`src/sv/dwc_div.sv`:
```
// Serial fraction divider: q = floor(t * 2^32 / dt), one bit a cycle.
`timescale 1ns / 1ps
module dwc_div (
	input logic clk,
	input logic arst_n,
	input logic start,
	input logic [47:0] num,
	input logic [47:0] den,
	output logic done,
	output logic [31:0] quo
);
	logic [48:0] r_q;
	logic [47:0] d_q;
	logic [5:0] n_q;
	logic busy_q;
	logic [49:0] sh;
	always_comb sh = {r_q, 1'b0};
	always_ff @(posedge clk or negedge arst_n) begin
		if (!arst_n) begin
			busy_q <= 1'b0;
			n_q <= '0;
			done <= 1'b0;
		end else begin
			done <= 1'b0;
			if (start) begin
				busy_q <= 1'b1;
				n_q <= '0;
			end else if (busy_q) begin
				n_q <= n_q + 6'd1;
				if (n_q == 6'd31) begin
					busy_q <= 1'b0;
					done <= 1'b1;
				end
			end
		end
	end
	always_ff @(posedge clk) begin
		if (start) begin
			r_q <= {1'b0, num};
			d_q <= den;
			quo <= '0;
		end else if (busy_q) begin
			if (sh >= {2'b0, d_q}) begin
				r_q <= 49'(sh - {2'b0, d_q});
				quo <= {quo[30:0], 1'b1};
			end else begin
				r_q <= sh[48:0];
				quo <= {quo[30:0], 1'b0};
			end
		end
	end
endmodule

```
`config.mk`:
```
export PLATFORM = sky130hd
export DESIGN_NAME = dwc_div
export DESIGN_NICKNAME = d
export VERILOG_FILES = /design/src/sv/dwc_div.sv
export SDC_FILE = /design/constraint.sdc
export NUM_CORES = 1
export LEC_CHECK = 0
export BUFFER_PORTS_ARGS = -buffer_cell sky130_fd_sc_hd__buf_2
export CAP_MARGIN = 10
export CORE_MARGIN = 4
export CORE_UTILIZATION = 55
export DETAILED_ROUTE_END_ITERATION = 7
export GPL_ROUTABILITY_DRIVEN = 0
export GPL_TIMING_DRIVEN = 0
export PLACE_DENSITY = 0.88
export SETUP_SLACK_MARGIN = 0.05
export SYNTH_ARGS = -nofsm -noshare
export SYNTH_HDL_FRONTEND = slang
export SYNTH_SLANG_ARGS = --single-unit
```
`constraint.sdc`:
```
create_clock -name clk -period 5.45 [get_ports clk]
set_clock_uncertainty 0.1 [all_clocks]
set_input_delay 0.2725 -clock clk [delete_from_list [all_inputs] [get_ports clk]]
set_output_delay 0.2725 -clock clk [all_outputs]
set_load 0.1 [all_outputs]
```
Word level (Yosys, flattened, before mapping). Cells that the tools add are included.

Bits in registers: 137. Bits in latches: 0. Memory bits (writable): 0. ROM bits: 0. Input bits: 99. Output and inout bits: 33. Logic and storage cells: 24. Memories kept: 0.

Add/subtract/negate cells: 2. Multipliers: 0. Div/mod/pow operators: 0. Magnitude comparators: 1. Equality and inequality tests: 1. Shifts and indexed selects: 0. Multiplexer cells: 12. Bitwise operators: 0. Reductions and logical operators: 1.

Operator list (number): $mux 48 (2); $ge 50x48->1 (1); $mux 49 (1); $sub 49x48->49 (1); $mux 6 (2); $mux 1 (7); $add 6x1->6 const B (1); $eq 6x5->1 const B (1); $reduce_bool 2->1 (1).

Logic depth before layout (Yosys ltp).
Word-level depth: 4. Gate-level depth with buffers: 14. Depth with buffers taken out: 12.

Worst setup path after synthesis. No wires, ideal clock.

Kind: register to register. Start point: reg r_q[1]. End point: reg r_q[15] (data pin). Setup time: 0.260 ns. Arrival: 2.572 ns. Required time: 5.090 ns. Slack: 2.518 ns. Stages on the path, launching flop included: 12. Clock period less this slack: 2.932 ns. Path through: edfxtp_1 -> ha_1 -> nor2b_1 -> o31a_1 -> o31ai_4 -> o22ai_4 -> a41oi_4 -> o21a_1 -> buf_6 -> buf_4 -> o21ai_0 -> mux2_2.

Longest elaborated chain between the ends: 4. Elaborated cells between the ends (all ways): 5. Classes of those cells: 1 x add/sub; 1 x order compare; 3 x mux.

RTL lines: from (decl) (RTL line 12) `logic [48:0] r_q;`; from (signal assigned) (RTL line 39) `r_q <= {1'b0, num};`; from (signal assigned) (RTL line 44) `r_q <= 49'(sh - {2'b0, d_q});`; from (signal assigned) (RTL line 47) `r_q <= sh[48:0];`; $sub 49x48->49 / $ge 50x48->1 (equally long branches) (RTL line 44, 43); $mux 49 (*) (RTL line 43) `if (sh >= {2'b0, d_q}) begin`; $mux 48 (*) (RTL line 42) `end else if (busy_q) begin`; $mux 48 (*) (RTL line 38) `if (start) begin`.

Mark *: on every way between the ends. The rest lies on a longest branch, timed or not. The select of a mux whose other input is x is not followed. A chain may end at the register's enable or synchronous reset.

Final worst setup path.
Start point: reg r_q[16]. End point: reg r_q[28] (data pin).

Same word-level chain as after synthesis.

==> impl_metrics.toml <==
[worst_setup_path]
critPathLaunchType = "flop"
worstReg2RegStart = "r_q[16]"
cp_common_cell = "a21oi_1"
path_cells = "ha_1 -> buf_2 -> a21oi_1 -> o21ai_1 -> a221oi_2 -> nand3_1 -> a41oi_4 -> o21a_1 -> buf_6 -> buf_4 -> nor2_1 -> a211oi_1 -> a21oi_1"
r2r_end = "r_q[28]"
r2r_cells = 13
crit_buf_inv = 3
crit_path_max_incr_delay_ns = 0.41
required_ns = 5.50
cp_slowest_cell = "edfxtp_1"
cp.arrival_ns = 3.69
cp-end-kind = "flop"
worstPathMaxFanout = 10
crit_type = "flop to flop"
r2r_slack_ns = 1.82
crit_family = "compound AO/OA/AOI/OAI gates"

[yosys]
yosysTopAreaCell = "edfxtp_1"
synthesis.nets = 1040
synth.distinct_cells = 65
synth.top_cell.area_share_pct = 33.8
syn_area_um2 = 8530
yosys_most_used_dff = "edfxtp_1"
yosysWarnings = 0
ys_ff_latch = 137
synth-edff-count = 96
netlist_instances = 891
synth_area_leaders = "edfxtp_1 34%, dfxtp_1 7.7%, ha_1 7.2%"
syn_avg_cell_area_um2 = 9.57
async_flop_share_pct = 5.84
ys_seq_area_share_pct = 43.9

[die]
fp.coreArea_um2 = 15200
num_rows = 45
io_pins = 132
start_util_pct = 56.1
die_w_um = 133
die_area_um2 = 17600
die_h_um = 133

[clock_network]
cts_tree = "yes"
clkLatencyLatePin_ns = 0.44
cts_resized = 0
cts_buffers = 17
post_cts.repair.setup_buffers = 0
cts_num_sinks = 137
clockBufferDepth = 2
cts_root_buf = "clkbuf_16"
hold_buffers = 49
clk_pin_slew_worst_paths_ns = 0.07
htreeDepth = 4

[sta]
hold_viol_final = 0
fin_hold_ws_ns = 0.0388
fmax_mhz = 275
slew_headroom_pct = 20.3
setup_viol = 0
slew_violations = 0
tightest_slew_ns = 1.20
fin_crit_ns = 3.63
setup_tns_ns = 0
fin_crit_sh_pct = 66.7
rsz0062_at_grt = "no"

[hold_path]
holdPathEnd = "r_q[34]"
min_path_cells = 3
hold_path.startpoint = "num[34]"
hold_path.class = "input port to flop"

[grt]
grt_overflow_total = 0
track_usage_pct = 27.5
grt_pass1_vias = 7743
antenna_found_initial = 0
grt_pass1_wl_um = 38600
grt_max_degree = 50

[finish]
drive_gt1_share_pct = 20.1
diodes = 0
nets = 1240
area_growth_pct = 23.4
design_area_um2 = 10500

[drt]
drt-total-wl_um = 24300
post_drt_wl_per_cell_um = 18.8
drtIter0Drc = 781
vias = 7741
viasPerCell = 5.99
ant_nets = 0
dr.pass1.iters = 6
drc_errors = 0

[place]
dp_hpwl_um = 16800
portBuffers = 131
place_area_um2 = 9440

[run]
maxCapViolCount = 0

[power_and_ir_drop]
power.density_nw_per_um2 = 545
leakage_nw = 4.84
peakVddDrop_uv = 313

[status]
status = "finished, final reports clean"
Yosys cell counts (all sizes together) (3+ instances only):
cell type  instances
inv               77
nor2              90
xor2              19
or3                9
and2               3
o31ai              8
o21bai             9
nor3              19
nor3b              5
nand2b             8
a21o              17
and3               8
nor4               4
dfxtp             33
o211a              3
buf               23
edfxtp            96
nor2b             10
ha                49
clkbuf            22
nand3             16
nand4             16
xnor2             20
o22ai              4
o21a               9
a221o              3
a221oi             5
a31oi              4
mux2i             36
a211oi            15
mux2              23
nand2             61
o21ai             54
dfrtp              8
a21oi             80
worst register-to-register path, cell delays in order, from the launching register on:
cell and delay (ns):
edfxtp_1 0.41, ha_1 0.30, buf_2 0.19, a21oi_1 0.22, o21ai_1 0.16, a221oi_2 0.30, nand3_1 0.16, a41oi_4 0.36
o21a_1 0.22, buf_6 0.15, buf_4 0.23, nor2_1 0.09, a211oi_1 0.38, a21oi_1 0.09
metrics by stage:
stage                     worst slack [ns]  cells  total power, mW  utilization [%]
after floorplan                       2.52    891             3.75                -
after global placement               0.645   1210             4.34             62.0
after detailed placement              1.58   1211             4.43             62.1
after CTS                             1.98   1292             5.64             69.2
after global routing                  1.63   1292             6.07             69.2
final                                 1.82   1292             5.73             69.2
registers in the layout, indices dropped and copies added (netlist names):
name,cells
n_q,6
quo,32
d_q,48
done,1
r_q,49
busy_q,1
kinds of logic after synthesis:
group           Yosys count  synth area share (%)
buf+inv                 122                  5.87
mux                      59                  7.26
xor+xnor                 39                  4.01
fa+ha+maj                50                  7.42
flops                   137                  43.9
simple gates            253                  13.9
compound gates          231                  17.7
layout by cell type (no fill, tap or decap), types with 22 or more instances in the layout:
master | netlist | final
mux2_2 | 23 | 23
nor2_1 | 90 | 90
buf_2 | 16 | 147
ha_1 | 49 | 49
dfxtp_1 | 33 | 33
inv_1 | 77 | 76
mux2i_1 | 36 | 36
dlygate4sd3_1 | 0 | 49
nand2_1 | 61 | 61
edfxtp_1 | 96 | 96
clkbuf_1 | 22 | 22
a21oi_1 | 80 | 80
o21ai_0 | 48 | 48
power by group:
group,internal [mW],switching [mW]
registers,1.42,0.138
logic,1.20,1.81
clock network,0.638,0.529
total,3.26,2.47
area by class of cell:
cell class | instances | area [um^2]
plain buffers | 45 | 211
multi-input cells | 632 | 4280
repair buffers | 181 | 1170
flip-flops and latches | 137 | 3740
clock buffers | 18 | 450
clock inverters | 14 | 141
inverters | 77 | 289
well taps | 188 | 235
fillers | 1143 | 4680
how the worst max path moves through the flow:
stage               depth (start not counted)       to  startpoint  slack, ns
floorplan                                  11  r_q[15]      r_q[1]       2.52
global placement                            6  r_q[16]       start       0.64
detailed placement                          7  r_q[12]       start       1.58
CTS                                        13  r_q[28]     r_q[16]       1.98
global route                               13  r_q[28]     r_q[16]       1.63
finish                                     13  r_q[28]     r_q[16]       1.82
routing by layer:
metal  up-vias  track usage [%]  routed length (um)  part of all wire (%)
met5         -                0                   0                     0
met4         0             14.5                1230                   5.0
met3       118             6.16                2260                   9.3
met2       426             45.5               11200                    46
met1      3579             33.5                9600                    40
li1       3618                -                   -                     -
No activity file was read; power rests on OpenSTA's default activity.
