--- src/sv/dwc_ram.sv ---
// Generic single-port-write, single-port-read RAM with registered read.
`timescale 1ns / 1ps
module dwc_ram #(
	parameter int WIDTH = 8,
	parameter int DEPTH = 16
) (
	input logic clk,
	input logic we,
	input logic [$clog2(DEPTH)-1:0] waddr,
	input logic [WIDTH-1:0] wdata,
	input logic [$clog2(DEPTH)-1:0] raddr,
	output logic [WIDTH-1:0] rdata
);
	logic [WIDTH-1:0] mem [DEPTH];
	always_ff @(posedge clk) begin
		if (we)
			mem[waddr] <= wdata;
		rdata <= mem[raddr];
	end
endmodule

--- config.mk ---
export PLATFORM = sky130hd
export DESIGN_NAME = dwc_ram
export DESIGN_NICKNAME = d
export VERILOG_FILES = /design/src/sv/dwc_ram.sv
export SDC_FILE = /design/constraint.sdc
export NUM_CORES = 1
export LEC_CHECK = 0
export BUFFER_PORTS_ARGS = -buffer_cell sky130_fd_sc_hd__buf_2
export CAP_MARGIN = 20
export CORE_MARGIN = 8
export CORE_UTILIZATION = 25
export CTS_CLUSTER_SIZE = 12
export DETAILED_ROUTE_END_ITERATION = 12
export GPL_TIMING_DRIVEN = 0
export PLACE_DENSITY_LB_ADDON = 0.3
export SLEW_MARGIN = 25
export SYNTH_ARGS = -nofsm -noshare
export SYNTH_HDL_FRONTEND = slang
export SYNTH_SLANG_ARGS = --single-unit
export TNS_END_PERCENT = 5
--- constraint.sdc ---
create_clock -name clk -period 2.9 [get_ports clk]
set_clock_uncertainty 0.05 [all_clocks]
set_input_delay 0.435 -clock clk [delete_from_list [all_inputs] [get_ports clk]]
set_output_delay 0.435 -clock clk [all_outputs]
set_load 0.01 [all_outputs]
# Word level (Yosys, flattened, before mapping)
# Memory sizes are Yosys's and may differ from the RTL's. A register that Yosys moved wholly into a read port is not among the register bits.
# Cells that the tools add are included.
# Widths: inputs -> output; s select.
totals:
  ff_bits: 0
  in_bits: 18
  out_inout_bits: 8
  memories: 1
  word_cells: 3
  mem_bits_rw: 128
op_classes:
  n_mux: 2
mem_list:
  columns: ["name", "words", "width", "rd", "rd_clocked_by_memory_dff", "wr", "line_no", "source"]
  rows:
  - ["mem", 16, 8, 1, 1, 1, "14", "logic [WIDTH-1:0] mem [DEPTH];"]
op_table:
  columns: ["cell", "count"]
  rows:
  - ["$mux 1", 2]

# Depth between registers and ports, before layout
# Gate-level depths: netlist (run 1).
logic_depth:
  ltp_word: 2
  depth_mapped: 5

# Least setup slack after synthesis (run 1)
# OpenSTA, ideal clock, no wires.
synth_path:
  kind: "in2reg"
  startpoint: "in waddr[2]"
  endpoint: "mem mem[0][0], enable pin"
  stages: 2
  arrival_time_ns: 1.545
  required_ns: 2.467
  setup_ns: 0.383
  setup_slack_ns: 0.922
  cell_sequence: "or3b_2 -> nor3_1"
synth_lines:
  columns: ["element", "line_no", "source"]
  rows:
  - ["start, declared", "9", "input logic [$clog2(DEPTH)-1:0] waddr,"]
  - ["end, declared", "14", null]
# No word-level cell before the write port.

# Worst setup path after layout (run 1)
layout_path:
  startpoint: "in waddr[2]"
  endpoint: "mem mem[2][1], enable pin"
# No word-level cell before the write port.

==> out/results.ini, run 1 <==
[die]
initial_core_util_pct=25.4
die_w_um=159
dieArea_um2=25400
ioPinCount=26
die_y_um=159
rows=52
core-area_um2=20200

[grt]
grt_pass1_wl_um=16300
grt_max_degree=17
antenna_found_initial=0
overflow=0
grt_pass1_vias=2524
track_usage_pct=8.90

[power]
leakagePower_nw=2.08
cellPowerDensity_nw_per_um2=792
peakVddDrop_uv=397

[timing]
worstMarginPinSlew_ns=0.852
slew_violations=0
final.setup.tns_ns=0
finalSetupViolations=0
slew_headroom_pct=43.0
max_clock_freq_mhz=572
post-route-period-util_pct=60.3
min_period_ns=1.75
rsz0062_at_grt=no
hold_violations=0
holdWs_ns=0.367

[setup_path]
required_ns=2.89
crit_type=input port to flop
crit_fanout=8
cpLargestDelayFamily=simple AND/OR/NAND/NOR gates
crit_buf_inv=1
critPathSlowestCell=nor2_1
crit_arrival_ns=1.73
start_kind=input port
critPathMaxStageDelay_ns=0.65
critPathCaptureType=flop
crit_path_cell_trace=buf_2 > or3b_2 > nor2_1

[cts]
cts_buffers=17
cts_root_buffer=clkbuf_16
cts_tree=done
clk_latency_ns=0.41
cts_hold_buf=0
clk_pin_slew_ns=0.06
post_cts.repair.setup_buffers=0
cts-resized-gates=0
cts-htree-levels=4
clock_sinks=136
cts_buffer_depth=2

[logic_synthesis]
syn_inst=229
synth_top_family_by_area=multiplexers
synth-async-reset-ratio_pct=0
synth_fa_ha_area_share_pct=0
synth_compound_area_share_pct=2.33
synth.area.mux_share_pct=15.0
ys_top_cells_by_area=edfxtp_1 75%, mux4_2 7.9%, mux4_1 7.1%
syn_area_per_cell_um2=22.5
synth-xor-area-share_pct=0
yosysMostFrequentCell=edfxtp_1
yosysSeqAreaShare_pct=77.8
yosys.area.top_type=edfxtp_1
synth_seq_cells=136
syn_nets=247
synth-simple-area-share_pct=3.18
synth_edf_count=128
synth_common_cells=128 x edfxtp_1, 18 x mux4_2, 16 x a22oi_1
yosysTopAreaCellShare_pct=74.7
ys_types=19
synth_area_um2=5150
ys.flop_type=edfxtp_1
synth_warnings=0

[routing]
ant_nets=0
finalWirelength_um=11100
routed_via_density=4.39
drt_iter0_drc=286
vias=2437
drc=0
post_drt_wl_per_cell_um=20.1
drt_pre_antenna_iters=4

[cells_and_area]
antenna_cells=0
seqCellArea_um2=4000
nNetsFinal=290
postLayoutCoreUtil_pct=31.3
fillers=1911
syn2layout_area_growth_pct=23.0
layout-drive-gt1-share_pct=30.2
multi_input_area_um2=1080

[run_status]
status=complete, no violations

[placement]
place_hpwl_um=7090
routabilityCongestion=0.762
io_buffer_count=24

[min_path]
min_path_type=input port to flop

[run]
cap_violations=0

## per-layer routing
metal  vias to the layer above  global-route usage (%)  routed length (um)
met1                      1285                    12.0                5180
met5                         -                       0                   0
met4                         0                    3.60                  89
met2                        87                    13.2                5190
li1                       1056                       -                   -
met3                         9                    2.48                 663
## sequential cells by signal, indices dropped and copies added, names as in the netlist
register	flops
rdata	8
mem	128
## per-stage QoR
step | instance area [um^2] | power, W | setup slack, ns | std cells
after detailed placement | 5630 | 0.00248 | 0.706 | 523
after global placement | 5610 | 0.00247 | 0.307 | 523
after floorplan | 5150 | 0.00237 | 0.922 | 229
after CTS | 6330 | 0.00506 | 1.15 | 555
final | 6330 | 0.00501 | 1.15 | 555
after global routing | 6330 | 0.00516 | 1.08 | 555
## final timing paths
path,startpoint,end,slack [ns],depth (start not counted)
max,waddr[2],mem[2][1]$_DFFE_PP_,1.15,3
min,wdata[4],mem[3][4]$_DFFE_PP_,0.37,1
max reg2reg,mem[1][0]$_DFFE_PP_,rdata[0]$_DFF_P_,1.32,3
min reg2reg,mem[14][3]$_DFFE_PP_,rdata[3]$_DFF_P_,0.62,3
## layout by cell type (no fill, tap or decap)
cell,netlist,routed
nor2b_1,1,1
or3b_2,1,1
buf_6,3,3
mux4_1,14,14
and2b_1,1,1
clkinv_2,0,1
nor2_1,13,13
edfxtp_1,128,128
nand3_1,1,1
buf_2,3,27
nand2_1,9,9
and2_1,1,1
mux4_2,18,18
nand2b_1,2,2
clkbuf_1,0,2
bufinv_16,0,8
clkinvlp_4,0,1
a22oi_1,16,16
clkinv_4,0,2
clkinv_1,0,1
nor3_2,0,4
buf_4,1,1
dfxtp_1,8,8
clkdlybuf4s25_2,3,3
nand3b_1,2,2
clkbuf_16,0,17
## cell type report
cell class	count	area share, %
plain buffers	10	1.36
clock buffers	19	6.84
clock inverters	13	4.33
multi-input cells	83	17.0
flip-flops and latches	136	63.2
well taps	270	5.33
repair buffers	24	1.90
## power breakdown
| group | internal, W | switching (W) | leakage [nW] | total (W) |
|---|---|---|---|---|
| Combinational | 0.0000875 | 0.000136 | 0.520 | 0.000224 |
| Sequential | 0.00220 | 0.0000101 | 1.22 | 0.00221 |
| Clock | 0.00178 | 0.000796 | 0.339 | 0.00258 |
| Total | 0.00407 | 0.000942 | 2.08 | 0.00501 |
## cells by family after synthesis
kind of cell	count (synthesis)
compound gates	16
buf+inv	10
flops	136
mux	32
simple gates	35
Note: power is estimated with default switching activity, not from simulation.
==> run 2: changes to the inputs <==
Clock period 2.9 ns to 1.81 ns, I/O delays scaled along.
==> run 2 against run 1 <==
Effect of this change:
- combinational power rose by 59%
- global-route usage about the same
- critical path depth is the same
- register-to-register slack lost 1.1 ns
- hold slack got worse by 0.16 ns
- via count fell by 1.8%
- routed wire length down 2.7%
- power is 54% higher
- design area fell by 0.75%
- clock power up 49%
- non-clock buffer count is the same
- flip-flop and latch count unchanged
- largest cell class unchanged
==> out/results.ini, run 2 (synthesis results as in run 1) <==
[power]
peakVddDrop_uv=716  ; +80%
switching_share_pct=19.2  ; +0.44 points
power_frac_clock_pct=49.7  ; -1.8 points
cellPowerDensity_nw_per_um2=1230  ; +55%
p_sw_w=0.00149  ; +58%
pwr-share-comb_pct=4.6  ; about the same
leakagePower_nw=2.06  ; -1.2%
p_int_w=0.00625  ; +53%
p_seq_share_pct=45.7  ; +1.6 points

[placement]
place_hpwl_um=7100  ; about the same
dpl_cell_area_um2=5630  ; unchanged
routabilityCongestion=0.731  ; -4.0%
pre_cts_ws_ns=-0.232  ; -0.938 ns
io_buffer_count=24  ; unchanged
dp.cells=523  ; unchanged

[setup_path]
start_kind=input port
required_ns=1.80  ; -1.09 ns
rr_endpoint=rdata[7]$_DFF_P_
critical_path.startpoint=we
reg2regPathDepth=3  ; unchanged
crit_type=input port to flop
crit_path_end=mem[3][5]$_DFFE_PP_
reg2reg_setup_slack_ns=0.21  ; -1.11 ns
crit_arrival_ns=1.60  ; -0.13 ns
rr_startpoint=mem[3][7]$_DFFE_PP_
critPathCaptureType=flop
crit_fanout=8  ; unchanged

[die]
ioPinCount=26  ; unchanged
rows=52  ; unchanged
initial_core_util_pct=25.4  ; unchanged
die_y_um=159  ; unchanged
core-area_um2=20200  ; unchanged
dieArea_um2=25400  ; unchanged
die_w_um=159  ; unchanged

[cells_and_area]
biggestRegsByFlops=mem x128, rdata x8
seqCellArea_um2=4000  ; unchanged
layout-drive-gt1-share_pct=30.2  ; unchanged
fillers=1937  ; +1.4%
fin_area_um2=6280  ; -0.75%
stdcell_count=555  ; unchanged
mostFrequentLayoutCells=128 x edfxtp_1, 27 x buf_2, 18 x mux4_2, 17 x clkbuf_16, 16 x a22oi_1
largest_register=mem
multi_input_area_um2=1080  ; unchanged
antenna_cells=0  ; unchanged
syn2layout_area_growth_pct=22.1
largest_register_ff_count=128  ; unchanged
mostFrequentLayoutCell=edfxtp_1
nNetsFinal=290  ; unchanged

[cts]
cts_root_buffer=clkbuf_16
clk_latency_ns=0.41  ; about the same
cts-htree-levels=4  ; unchanged
post_cts.repair.setup_buffers=0  ; unchanged
cts_buffer_depth=2  ; unchanged
clock_sinks=136  ; unchanged
cts-resized-gates=0  ; unchanged
cts_buffers=17  ; unchanged
clk_pin_slew_ns=0.06  ; about the same
cts_hold_buf=0  ; unchanged
cts_tree=done

[grt]
grt_pass1_wl_um=15900  ; -2.0%
antenna_found_initial=0  ; unchanged
track_usage_pct=8.87  ; -0.034 points
grt_max_degree=17  ; unchanged
grt_pass1_vias=2491  ; -1.3%
overflow=0  ; unchanged

[timing]
min_period_ns=1.61
finalSetupViolations=0  ; unchanged
fin_ws_ns=0.202  ; -0.949 ns
max_clock_freq_mhz=622
hold_violations=0  ; unchanged
rsz0062_at_grt=no
slew_violations=0  ; unchanged
worstMarginPinSlew_ns=0.871  ; +0.0182 ns
post-route-period-util_pct=88.8
slew_headroom_pct=41.7  ; -1.2 points

[routing]
drc=0  ; unchanged
post_drt_wl_per_cell_um=19.5  ; -2.7%
finalWirelength_um=10800  ; -2.7%
drt_iter0_drc=205  ; -28%
routed_via_density=4.31  ; -1.8%
drt_pre_antenna_iters=4  ; unchanged
vias=2392  ; -1.8%
ant_nets=0  ; unchanged

[run]
cap_violations=0  ; unchanged

[min_path]
min_path_type=input port to flop

[run_status]
status=complete, no violations

## run 2: cell types whose count changed in the layout (fill, tap and decap cells not counted)
cell        previous run  this run
inv_6                  0         1
clkinv_1               1         0
clkbuf_1               2         3
clkinv_4               2         1
clkinvlp_4             1         2
bufinv_16              8         6
clkinv_2               1         2
## run 2: worst min-delay path by stage
stage                          start                   to  slack [ns]  cells after the start
floorplan                   wdata[0]  mem[0][0]$_DFFE_PP_        0.32                      0
global placement    rdata[3]$_DFF_P_             rdata[3]        0.62                      1
detailed placement  rdata[7]$_DFF_P_             rdata[7]        0.62                      1
CTS                         wdata[4]  mem[4][4]$_DFFE_PP_        0.20                      1
global route                wdata[6]  mem[6][6]$_DFFE_PP_        0.21                      1
finish                      wdata[5]  mem[6][5]$_DFFE_PP_        0.20                      1
## run 2: layout make-up
class                   count  share of cell area, %
well taps                 270                   5.38
clock inverters            12                   3.54
clock buffers              20                   6.95
multi-input cells          83                   17.1
flip-flops and latches    136                   63.7
plain buffers              10                   1.37
repair buffers             24                   1.91
## run 2: stage by stage
step | util [%] | total power [W] | setup TNS [ns] | hold WS [ns]
final | 31.1 | 0.00773 | 0 | 0.205
after global placement | 27.7 | 0.00396 | -15.14 | 0.623
after CTS | 31.1 | 0.00780 | 0 | 0.204
after floorplan | - | 0.00379 | 0 | 0.320
after detailed placement | 27.8 | 0.00397 | -7.28 | 0.623
after global routing | 31.1 | 0.00795 | 0 | 0.207
## run 2: layer usage
layer	vias to the layer above	track usage [%]	part of all wire, %
li1	1058	-	-
met1	1258	11.8	48
met2	66	13.2	46
met3	10	2.77	4.9
met4	0	3.60	1.3
met5	-	0	0
## run 2: worst max-delay path: stages
cell and delay [ns]:
buf_2 0.14, or3b_2 0.51, nor2_1 0.68
## run 2: power groups by stage
| stage | clock (W) | combinational (W) | sequential (W) |
|---|---|---|---|
| 2_1_floorplan | 0 | 0.000179 | 0.00361 |
| 3_3_place_gp | 0 | 0.000357 | 0.00360 |
| 3_5_place_dp | 0 | 0.000364 | 0.00360 |
| 4_1_cts | 0.00389 | 0.000364 | 0.00354 |
| 5_1_grt | 0.00402 | 0.000385 | 0.00354 |
| 6_report | 0.00384 | 0.000356 | 0.00354 |
==> run 3: changes to the inputs <==
Settings changed: BUFFER_PORTS_ARGS -buffer_cell sky130_fd_sc_hd__buf_2 to not set, CELL_PAD_IN_SITES_DETAIL_PLACEMENT set to 1, CELL_PAD_IN_SITES_GLOBAL_PLACEMENT set to 2, DONT_BUFFER_PORTS set to 1.
==> run 3 against run 2 <==
Effect of this change:
- non-clock buffer count decreased by 15
- maximum frequency increased by 2.3%
- sequential share of layout area increased by 1.6 points
- via count decreased by 0.33%
- routed wire length increased by 13%
- largest cell class unchanged
- combinational power decreased by 10%
- critical path depth decreased by 1
- count of clock-buffer cells in the layout increased by 8
==> out/results.ini, run 3 (synthesis results as in run 1) <==
[run_status]
status=complete, no violations

[setup_path]
rr_startpoint=mem[5][1]$_DFFE_PP_
critPathCaptureType=flop
crit_arrival_ns=1.55  ; -0.05 ns
required_ns=1.79  ; about the same
crit_type=input port to flop
critPathMaxStageDelay_ns=0.73  ; +0.05 ns
crit_path_cell_trace=or3b_2 > nor3_2
rr_endpoint=rdata[1]$_DFF_P_
cpLargestDelayFamily=simple AND/OR/NAND/NOR gates
critPathSlowestCell=nor3_2
reg2reg_setup_slack_ns=0.31  ; +0.10 ns
crit_buf_inv=0  ; -1
crit_fanout=8  ; unchanged
reg2regPathDepth=3  ; unchanged
start_kind=input port

[placement]
dp.cells=500  ; -4.4%
pre_cts_ws_ns=-0.217  ; +0.0148 ns
place_hpwl_um=7630  ; +7.5%
routabilityCongestion=0.645  ; -12%
io_buffer_count=0  ; -100%

[timing]
post-route-period-util_pct=86.8  ; -2.0 points
hold_violations=0  ; unchanged
slew_headroom_pct=37.7  ; -4.1 points
worstMarginPinSlew_ns=0.932  ; +0.0611 ns
final.setup.tns_ns=0  ; unchanged
slew_violations=0  ; unchanged
max_clock_freq_mhz=637  ; +2.3%
min_period_ns=1.57  ; -0.0369 ns
finalSetupViolations=0  ; unchanged
rsz0062_at_grt=no
fin_ws_ns=0.239  ; +0.0369 ns

[die]
initial_core_util_pct=25.4  ; unchanged
ioPinCount=26  ; unchanged
die_y_um=159  ; unchanged
die_w_um=159  ; unchanged
core-area_um2=20200  ; unchanged
rows=52  ; unchanged
dieArea_um2=25400  ; unchanged

[grt]
grt_max_degree=17  ; unchanged
overflow=0  ; unchanged
track_usage_pct=9.91  ; +1.0 points
grt_pass1_vias=2545  ; +2.2%
antenna_found_initial=2  ; +2
grt_pass1_wl_um=17600  ; +11%

[cells_and_area]
mostFrequentLayoutCells=128 x edfxtp_1, 18 x mux4_2, 17 x clkbuf_16, 16 x a22oi_1, 14 x mux4_1
biggestRegsByFlops=mem x128, rdata x8
stdcell_count=542  ; -2.3%
mostFrequentLayoutCell=edfxtp_1
largest_register=mem
layout-drive-gt1-share_pct=21.1  ; -9.1 points
syn2layout_area_growth_pct=19.1
largest_register_ff_count=128  ; unchanged
nNetsFinal=275  ; -5.2%

[min_path]
min_path_type=input port to flop
hold_end=mem[8][5]$_DFFE_PP_
hold_path_depth=1  ; unchanged
hp-start=waddr[0]

[power]
leakagePower_nw=1.94  ; -5.6%
cellPowerDensity_nw_per_um2=1150  ; -6.9%
peakVddDrop_uv=710  ; -0.87%

[cts]
clk_pin_slew_ns=0.06  ; about the same
post_cts.repair.setup_buffers=0  ; unchanged
clock_sinks=136  ; unchanged
cts_root_buffer=clkbuf_16
cts-resized-gates=0  ; unchanged
clk_latency_ns=0.41  ; about the same
cts_tree=done
cts-htree-levels=4  ; unchanged
cts_buffers=17  ; unchanged
cts_buffer_depth=2  ; unchanged

[run]
cap_violations=0  ; unchanged

[routing]
vias=2384  ; -0.33%
drc=0  ; unchanged
routed_via_density=4.40  ; +2.1%
post_drt_wl_per_cell_um=22.5  ; +15%
drt_iter0_drc=172  ; -16%
drt_pre_antenna_iters=6  ; +2
ant_nets=0  ; unchanged
finalWirelength_um=12200  ; +13%

==> run 3: cell count changes in the layout (fill, tap and decap cells not counted) <==
| cell | previous run | this run |
|---|---|---|
| buf_2 | 27 | 3 |
| dlygate4sd3_1 | 0 | 8 |
| clkbuf_1 | 3 | 9 |
| bufinv_16 | 6 | 1 |
| clkbuf_8 | 0 | 2 |
| diode_2 | 0 | 2 |
| buf_4 | 1 | 2 |
| clkinv_4 | 1 | 0 |
| clkinvlp_4 | 2 | 1 |
| inv_6 | 1 | 0 |
==> run 3: where the power goes <==
group / internal (W) / total [W] / switching (W)
Clock: 0.00196 / 0.00315 / 0.00119
Combinational: 0.000127 / 0.000320 / 0.000193
Sequential: 0.00353 / 0.00356 / 0.0000311
Total: 0.00561 / 0.00703 / 0.00142
==> run 3: what timing repair did <==
action,4_1_cts,5_1_grt
endpoints found under the hold margin,128,0
hold buffers,8,0
endpoints found under the setup margin,0,0
==> run 3: through the flow <==
stage	power, W	util [%]	hold WS [ns]	area, um^2
2_1_floorplan	0.00379	-	0.320	5150
3_3_place_gp	0.00388	27.1	0.322	5490
3_5_place_dp	0.00389	27.2	0.322	5510
4_1_cts	0.00711	30.3	0.0436	6130
5_1_grt	0.00725	30.3	0.0529	6130
6_report	0.00703	30.3	0.0568	6130
==> run 3: worst max-delay path by stage <==
stage / end / slack, ns / from / cells after the start
2_1_floorplan: mem[3][0]$_DFFE_PP_ / 0.22 / waddr[2] / 2
3_3_place_gp: mem[8][2]$_DFFE_PP_ / -0.50 / waddr[2] / 2
3_5_place_dp: mem[0][7]$_DFFE_PP_ / -0.22 / waddr[2] / 2
4_1_cts: mem[0][1]$_DFFE_PP_ / 0.22 / waddr[2] / 2
5_1_grt: mem[0][7]$_DFFE_PP_ / 0.18 / waddr[2] / 2
6_report: mem[0][1]$_DFFE_PP_ / 0.24 / waddr[2] / 2
==> run 3: final cells by class <==
cell class	instances	area, um^2
Clock inverter	4	47.5
Tap cell	270	338
Sequential cell	136	4000
Multi-Input combinational cell	83	1080
Fill cell	2028	14100
Clock buffer	28	487
Buffer	10	86.3
Timing Repair Buffer	9	87.6
Antenna cell	2	5.00
==> run 3: metal layers <==
layer	part of all wire [%]	vias to the layer above	track usage [%]
met2	44	49	14.1
li1	-	1035	-
met3	4.7	13	3.70
met1	49	1287	13.4
met5	0	-	0
met4	1.5	0	3.69
